--- config.mk ---
export PLATFORM = sky130hd
export DESIGN_NAME = rro_queue
export DESIGN_NICKNAME = d
export VERILOG_FILES = /design/src/rro_pkg.sv /design/src/rro_queue.sv
export SDC_FILE = /design/constraint.sdc
export NUM_CORES = 1
export LEC_CHECK = 0
export BUFFER_PORTS_ARGS = -buffer_cell sky130_fd_sc_hd__buf_2
export CORE_ASPECT_RATIO = 1.1
export CORE_MARGIN = 8
export CORE_UTILIZATION = 25
export DETAILED_ROUTE_END_ITERATION = 10
export GPL_ROUTABILITY_DRIVEN = 0
export PLACE_DENSITY = 0.41
export SKIP_LAST_GASP = 1
export SLEW_MARGIN = 0
export SYNTH_ARGS = -nofsm -noshare
export SYNTH_HDL_FRONTEND = slang
export SYNTH_SLANG_ARGS = --single-unit
--- constraint.sdc ---
create_clock -name clk -period 14.3 [get_ports clk]
set_input_delay 1.43 -clock clk [delete_from_list [all_inputs] [get_ports clk]]
set_output_delay 1.43 -clock clk [all_outputs]
set_load 0.02 [all_outputs]
--- src/rro_pkg.sv ---
// ----------------------------------------------------------------------------
// Rotation rows orthonormalizer package
// Shared fixed-point types, sizes and rounding/saturation helpers.
// ----------------------------------------------------------------------------
package rro_pkg;

  localparam int FRAC_BITS   = 28;
  localparam int RND_W       = 64 - FRAC_BITS;
  localparam int SQ_W        = 64 - FRAC_BITS;
  localparam int SQRT_STEPS  = 32;
  localparam int DIV_STEPS   = 31;
  localparam int NORM_STAGES = SQRT_STEPS + DIV_STEPS + 5;
  localparam int Q_DEPTH     = 4;
  localparam int QA_W        = $clog2(Q_DEPTH);

  localparam logic [31:0] DIV_INIT = 32'(64'd1 << (2 * FRAC_BITS - 31));

  typedef logic signed [31:0] fx_t;
  typedef logic signed [RND_W-1:0] rnd_t;

  localparam fx_t FX_MAX = 32'sh7fff_ffff;
  localparam fx_t FX_MIN = 32'sh8000_0000;

  typedef struct packed {
    fx_t x;
    fx_t y;
    fx_t z;
  } vec3_t;

  typedef struct packed {
    vec3_t side;
    vec3_t up;
    vec3_t fwd;
    logic  sat;
  } tok_t;

  typedef struct packed {
    vec3_t v;
    tok_t  t;
  } ctx_t;

  typedef struct packed {
    fx_t  v;
    logic s;
  } satr_t;

  function automatic logic signed [63:0] fmul(input fx_t a, input fx_t b);
    logic signed [63:0] p;
    p = a * b;
    return p;
  endfunction

  function automatic rnd_t rnd_shift(input logic signed [63:0] x);
    logic [63:0] half;
    logic [63:0] mag;
    rnd_t m;
    half = 64'd1 << (FRAC_BITS - 1);
    if (x[63]) begin
      mag = ($unsigned(-x) + half) >> FRAC_BITS;
    end else begin
      mag = ($unsigned(x) + half) >> FRAC_BITS;
    end
    m = $signed(mag[RND_W-1:0]);
    return x[63] ? -m : m;
  endfunction

  function automatic satr_t sat32(input logic signed [63:0] x);
    satr_t r;
    if (x > 64'sh0000_0000_7fff_ffff) begin
      r.v = FX_MAX;
      r.s = 1'b1;
    end else if (x < 64'shffff_ffff_8000_0000) begin
      r.v = FX_MIN;
      r.s = 1'b1;
    end else begin
      r.v = x[31:0];
      r.s = 1'b0;
    end
    return r;
  endfunction

endpackage

--- src/rro_queue.sv ---
// ----------------------------------------------------------------------------
// Request queue
// Small first-in first-out buffer of row sets with full and empty flags.
// ----------------------------------------------------------------------------
module rro_queue (
  input  logic          clk,
  input  logic          rst_n,
  input  logic          push,
  input  rro_pkg::tok_t wdata,
  output logic          full,
  input  logic          pop,
  output rro_pkg::tok_t rdata,
  output logic          empty
);
  import rro_pkg::*;

  tok_t            mem_r [Q_DEPTH];
  logic [QA_W-1:0] wp_r;
  logic [QA_W-1:0] rp_r;
  logic [QA_W:0]   cnt_r;
  logic            do_push;
  logic            do_pop;

  assign full    = (cnt_r == (QA_W+1)'(Q_DEPTH));
  assign empty   = (cnt_r == '0);
  assign do_push = push && !full;
  assign do_pop  = pop && !empty;
  assign rdata   = mem_r[rp_r];

  always_ff @(posedge clk) begin
    if (!rst_n) begin
      wp_r  <= '0;
      rp_r  <= '0;
      cnt_r <= '0;
    end else begin
      if (do_push) begin
        wp_r <= wp_r + 1'b1;
      end
      if (do_pop) begin
        rp_r <= rp_r + 1'b1;
      end
      cnt_r <= cnt_r + (QA_W+1)'(do_push) - (QA_W+1)'(do_pop);
    end
  end

  always_ff @(posedge clk) begin
    if (do_push) begin
      mem_r[wp_r] <= wdata;
    end
  end

endmodule

==> results of run 1 <==
-- final timing paths --
| check | from | to | slack, ps |
|---|---|---|---|
| worst min-delay path | wp_r[0] | wp_r[0] | 500 |
| worst max register to register | cnt_r[2] | mem_r[1][231] | 9710 |
| worst min register to register | wp_r[0] | wp_r[0] | 500 |
| worst max-delay path | flop | rdata[231] | 8400 |
-- cell type report --
class / count / area, µm²
diodes: 22 / 55.1
flip-flops and latches: 1165 / 34900
clock buffers: 171 / 3580
repair buffers: 610 / 3170
fillers: 16301 / 116000
inverters: 6 / 22.5
multi-input cells: 323 / 6780
well taps: 2240 / 2800
clock inverters: 60 / 523
-- layer usage --
layer,vias to the layer above,GRT usage (%),wire [µm]
met3,188,5.81,10700
li1,8203,-,-
met2,594,18.3,50300
met4,44,2.92,2030
met5,-,0,260
met1,9993,13.1,41300
-- layout by cell type (no fill, tap or decap), drive strengths merged, types with 6 or more instances in the layout --
master | netlist | routed
edfxtp | 1156 | 1156
buf | 55 | 610
mux4 | 289 | 289
clkbuf | 11 | 171
clkinv | 0 | 41
diode | 0 | 22
inv | 6 | 15
dfxtp | 9 | 9
bufinv | 0 | 7
and2 | 7 | 7
nand2 | 6 | 6
ha | 6 | 6
-- flip-flops by register name (all words and copies together) (netlist names), named ones only --
register,flops
mem_r,1156
rp_r,2
wp_r,2
cnt_r,3
-- critical path, stage by stage (launching register included) --
cell and delay [ps]:
dfxtp_4 590, buf_4 690, buf_4 660, buf_4 900
mux4_2 460, buf_2 190
-- Yosys cell counts (all sizes together) (2+ instances only) --
master / instances
edfxtp: 1156
ha: 6
and2: 7
inv: 6
clkbuf: 11
buf: 55
mux4: 289
mux2i: 2
o21ai: 3
dfxtp: 9
nand2: 6
xnor2: 2
nor2b: 2
-- power breakdown --
group	leakage, µW	switching, µW	internal [µW]
Sequential	0.0107	94.3	4140
Combinational	0.00411	1330	808
Clock	0.00200	1310	1890
-- cells by family (layout without fill, tap and decap cells) --
| kind of cell | after synthesis | in the layout |
|---|---|---|
| fa+ha+maj | 7 | 7 |
| other cells | 0 | 22 |
| mux | 291 | 291 |
| compound gates | 4 | 4 |
| xor+xnor | 2 | 2 |
| flops | 1165 | 1165 |
| buf+inv | 72 | 847 |
| simple gates | 19 | 19 |
-- per-stage QoR --
stage / hold WS [ps] / cell area (µm²) / setup slack [ps]
final: 497 / 51800 / 8400
after global routing: 527 / 51800 / 8030
after CTS: 501 / 51800 / 8110
after detailed placement: 491 / 47700 / 8490
after global placement: 478 / 47700 / 8620
after floorplan: 461 / 42200 / 5250
==> impl_metrics.tcl, run 1 <==
set metrics [dict create \
    finClkSkew_ps 33.2 \
    synth_compound_area_share_pct 0.0534 \
    synth_nets 1860 \
    grt_pass1_wl_mm 151 \
    post-cts-setup-buffers 0 \
    grt_max_degree 107 \
    ys_types 20 \
    crit_type "flop to output pin" \
    io_pins 584 \
    start_util_pct 25.1 \
    io_buffers 583 \
    cp-end-kind "output pin" \
    drive_gt1_share_pct 46.2 \
    syn_inst 1560 \
    cts_resized 0 \
    drtAntennaViolNets 0 \
    fin_crit_ps 5900 \
    area_growth_pct 22.9 \
    dieArea_um2 182000 \
    num_vias 19022 \
    yosysSeqAreaShare_pct 82.8 \
    status "finished, final reports clean" \
    setup_viol 0 \
    ys_seq_elements 1165 \
    numPlacedInstances 4344 \
    synth_edf_count 1156 \
    synth-async-reset-ratio_pct 0 \
    dp_hpwl_mm 66.4 \
    powerDensity_nw_per_um2 185 \
    coreArea_um2 168000 \
    ir_drop_v 0.000111 \
    synthMuxAreaShare_pct 15.5 \
    synthFlopType "edfxtp_1" \
    power.total_uw 9580 \
    yosys_warnings 0 \
    cp.required_ps 12870 \
    numCtsBuffers 132 \
    fmax_mhz 169 \
    slew-limit-headroom_pct 26.9 \
    netlist_area_um2 42200 \
    synth_top_area_share_pct 82.3 \
    hold_violations 0 \
    cp-start-kind "flop" \
    grtUsageTotal_pct 11.2 \
    synth_largest_area_cell "edfxtp_1" \
    grt_pass1_vias 21154 \
    max_cap_violations 0 \
    arrival_ps 4470 \
    cts_tree "done" \
    drtIter0Drc 987 \
    synthTopCellsByArea "edfxtp_1 (82%), mux4_2 (15%), buf_6 (0.67%)" \
    avgRoutedWirePerCell_um 22.7 \
    fp.dieH_um 447 \
    grt_overflow 0 \
    p_leak_uw 0.0168 \
    cts_sinks 1165 \
    final_util_pct 30.8 \
    worst-slew-pin-transition_ps 1100 \
    min_path_cells 2 \
    drc 0 \
    postCtsHoldBufs 0 \
    clock_tree.root_cell "clkbuf_16" \
    fin_nets 2538 \
    fin_crit_sh_pct 41.3 \
    clk_latency_ps 760 \
    fin_cells 4597 \
    drv_slew 0 \
    synth.avg_cell_area_um2 27.0 \
    crit_fanout 66 \
    row_count 158 \
    hp-class "flop to flop" \
    htree_levels 4 \
    cts.path.max_buffers 3 \
    drt_first_pass_iters 5 \
    drt-total-wl_mm 105 \
    yosys.area_share.adder_pct 0.226 \
    die_w_um 408 \
    fin_tns_setup_ps 0 \
    synth_top_family_by_area "multiplexers" \
    synth_xor_area_share_pct 0.0415 \
    reg2reg_depth 6 \
    antenna_found_initial 62 \
    rsz0062_at_grt "no" \
    vias_per_cell 4.14 \
    path_clk_slew_ps 60 \
    synthSimpleGateAreaFrac_pct 0.258 \
]
No activity file was read; power rests on OpenSTA's default activity.
==> run 2: changes to the inputs <==
==> constraint.sdc (replaced) <==
create_clock -name clk -period 6.1 [get_ports clk]
set_input_delay 0.61 -clock clk [delete_from_list [all_inputs] [get_ports clk]]
set_output_delay 0.61 -clock clk [all_outputs]
set_load 0.02 [all_outputs]
==> impl_metrics.tcl, run 2 (synthesis gave the netlist of run 1 again) <==
set metrics [dict create \
    status "finished, final reports clean" \
    top_regs "mem_r x1156, cnt_r x3" \
    drt_first_pass_iters 5 \
    mostFrequentLayoutCells "edfxtp_1 (1,156), buf_2 (583), mux4_2 (289)" \
    power.total_uw 22800 \
    cts_tree "done" \
    finClkSkew_ps 34.6 \
    drv_slew 0 \
    fin_crit_ps 3860 \
    crit_fanout 62 \
    cp.required_ps 5490 \
    post-cts-setup-buffers 0 \
    place_area_um2 47900 \
    slowest_delay_ps 690 \
    fp.dieH_um 447 \
    io_buffers 583 \
    coreArea_um2 168000 \
    drt-total-wl_mm 107 \
    grt_overflow 0 \
    drtAntennaViolNets 0 \
    worstHoldStart "wdata[263]" \
    grtUsageTotal_pct 11.6 \
    fin_tns_setup_ps 0 \
    grt_max_degree 106 \
    start_util_pct 25.1 \
    final_common_cell "edfxtp_1" \
    dieArea_um2 182000 \
    io_pins 584 \
    r2r_start "cnt_r[2]" \
    row_count 158 \
    drtIter0Drc 986 \
    cp-start-kind "flop" \
    cp_slowest_cell "dfxtp_4" \
    fin_crit_sh_pct 63.2 \
    cts_sinks 1165 \
    drc 0 \
    drive_gt1_share_pct 41.7 \
    grt_pass1_vias 22823 \
    cts.path.max_buffers 3 \
    path_clk_slew_ps 60 \
    worst-slew-pin-transition_ps 1060 \
    rsz0062_at_grt "no" \
    fin_nets 2824 \
    htree_levels 4 \
    area_growth_pct 30.2 \
    worstHoldEndpoint "mem_r[1][263]" \
    antenna_found_initial 20 \
    hp-class "primary input to flop" \
    ir_drop_v 0.000229 \
    vias_per_cell 4.12 \
    setup_viol 0 \
    stdcell_area_um2 54900 \
    largest-register "mem_r" \
    die_w_um 408 \
    cp-end-kind "output pin" \
    reg2reg_depth 5 \
    crit_type "flop to output pin" \
    worstPathCellList "buf_12, buf_12, mux4_2, buf_2" \
    min_path_cells 1 \
    largest_reg_flops 1156 \
    hold_violations 0 \
    numCtsBuffers 133 \
    grt_pass1_wl_mm 157 \
    slew-limit-headroom_pct 29.4 \
    clock_tree.root_cell "clkbuf_16" \
    rrSetupSlack_ps 3160 \
    avgRoutedWirePerCell_um 22.0 \
    num_vias 20109 \
    crit_top_cell "buf_12" \
    clk_latency_ps 770 \
    fmax_mhz 259 \
    arrival_ps 3250 \
    p_leak_uw 0.0180 \
    r2r-end "mem_r[0][158]" \
    powerDensity_nw_per_um2 415 \
    max_cap_violations 0 \
    dp_hpwl_mm 67.6 \
]
run 2: cell count changes in the layout (fill, tap and decap cells not counted), moves of 2 or more:
cell,before,now
clkbuf_16,138,134
clkinvlp_4,3,5
dlygate4sd3_1,0,278
clkinv_8,1,6
buf_4,23,17
clkinv_1,24,28
clkbuf_1,33,25
buf_12,4,17
run 2: metal layers:
layer / GRT usage [%] / vias to the layer above / wire length, µm
li1: - / 8772 / -
met1: 13.9 / 10628 / 43600
met2: 19.3 / 552 / 52800
met3: 4.48 / 153 / 8370
met4: 3.67 / 4 / 2540
met5: 0 / - / 26
run 2: area by class of cell:
| type | count | area, µm² |
|---|---|---|
| Sequential cell | 1165 | 34900 |
| Tap cell | 2240 | 2800 |
| Clock buffer | 159 | 3450 |
| Antenna cell | 21 | 52.6 |
| Multi-Input combinational cell | 323 | 6780 |
| Inverter | 6 | 22.5 |
| Timing Repair Buffer | 895 | 6170 |
| Clock inverter | 75 | 717 |
| Fill cell | 16094 | 113000 |
run 2: worst max path at each step:
stage / to / slack (ps) / start / depth (start not counted)
2_1_floorplan: mem_r[0][0] / 1120 / push / 3
3_3_place_gp: rdata[220] / 2920 / flop / 4
3_5_place_dp: mem_r[0][63] / 2890 / push / 4
4_1_cts: rdata[219] / 2020 / flop / 4
5_1_grt: rdata[219] / 1940 / flop / 4
6_report: rdata[219] / 2240 / flop / 4
run 2: worst max-delay path, delay by kind of cell, from the launching register on:
family	cells	cell delay [ps]
buf+inv	3	990
flops	1	690
mux	1	590
run 2: where the power goes:
group | switching [µW] | leakage, µW | internal, µW
Combinational | 3200 | 0.00534 | 2070
Sequential | 209 | 0.0107 | 9710
Clock | 3210 | 0.00202 | 4400
run 2: metrics by stage:
step	utilization, %	cells	hold slack [ps]	setup WS, ps
6_report	32.7	4884	101	2240
5_1_grt	32.7	4872	28.3	1940
4_1_cts	32.6	4863	1.02	2020
3_5_place_dp	28.5	4351	497	2890
3_3_place_gp	28.5	4351	470	2920
2_1_floorplan	-	1560	461	1120
run 2: repair_timing:
item	in CTS	in global routing
resized for setup	0	0
hold buffers	278	0
endpoints found under the hold margin	1106	0
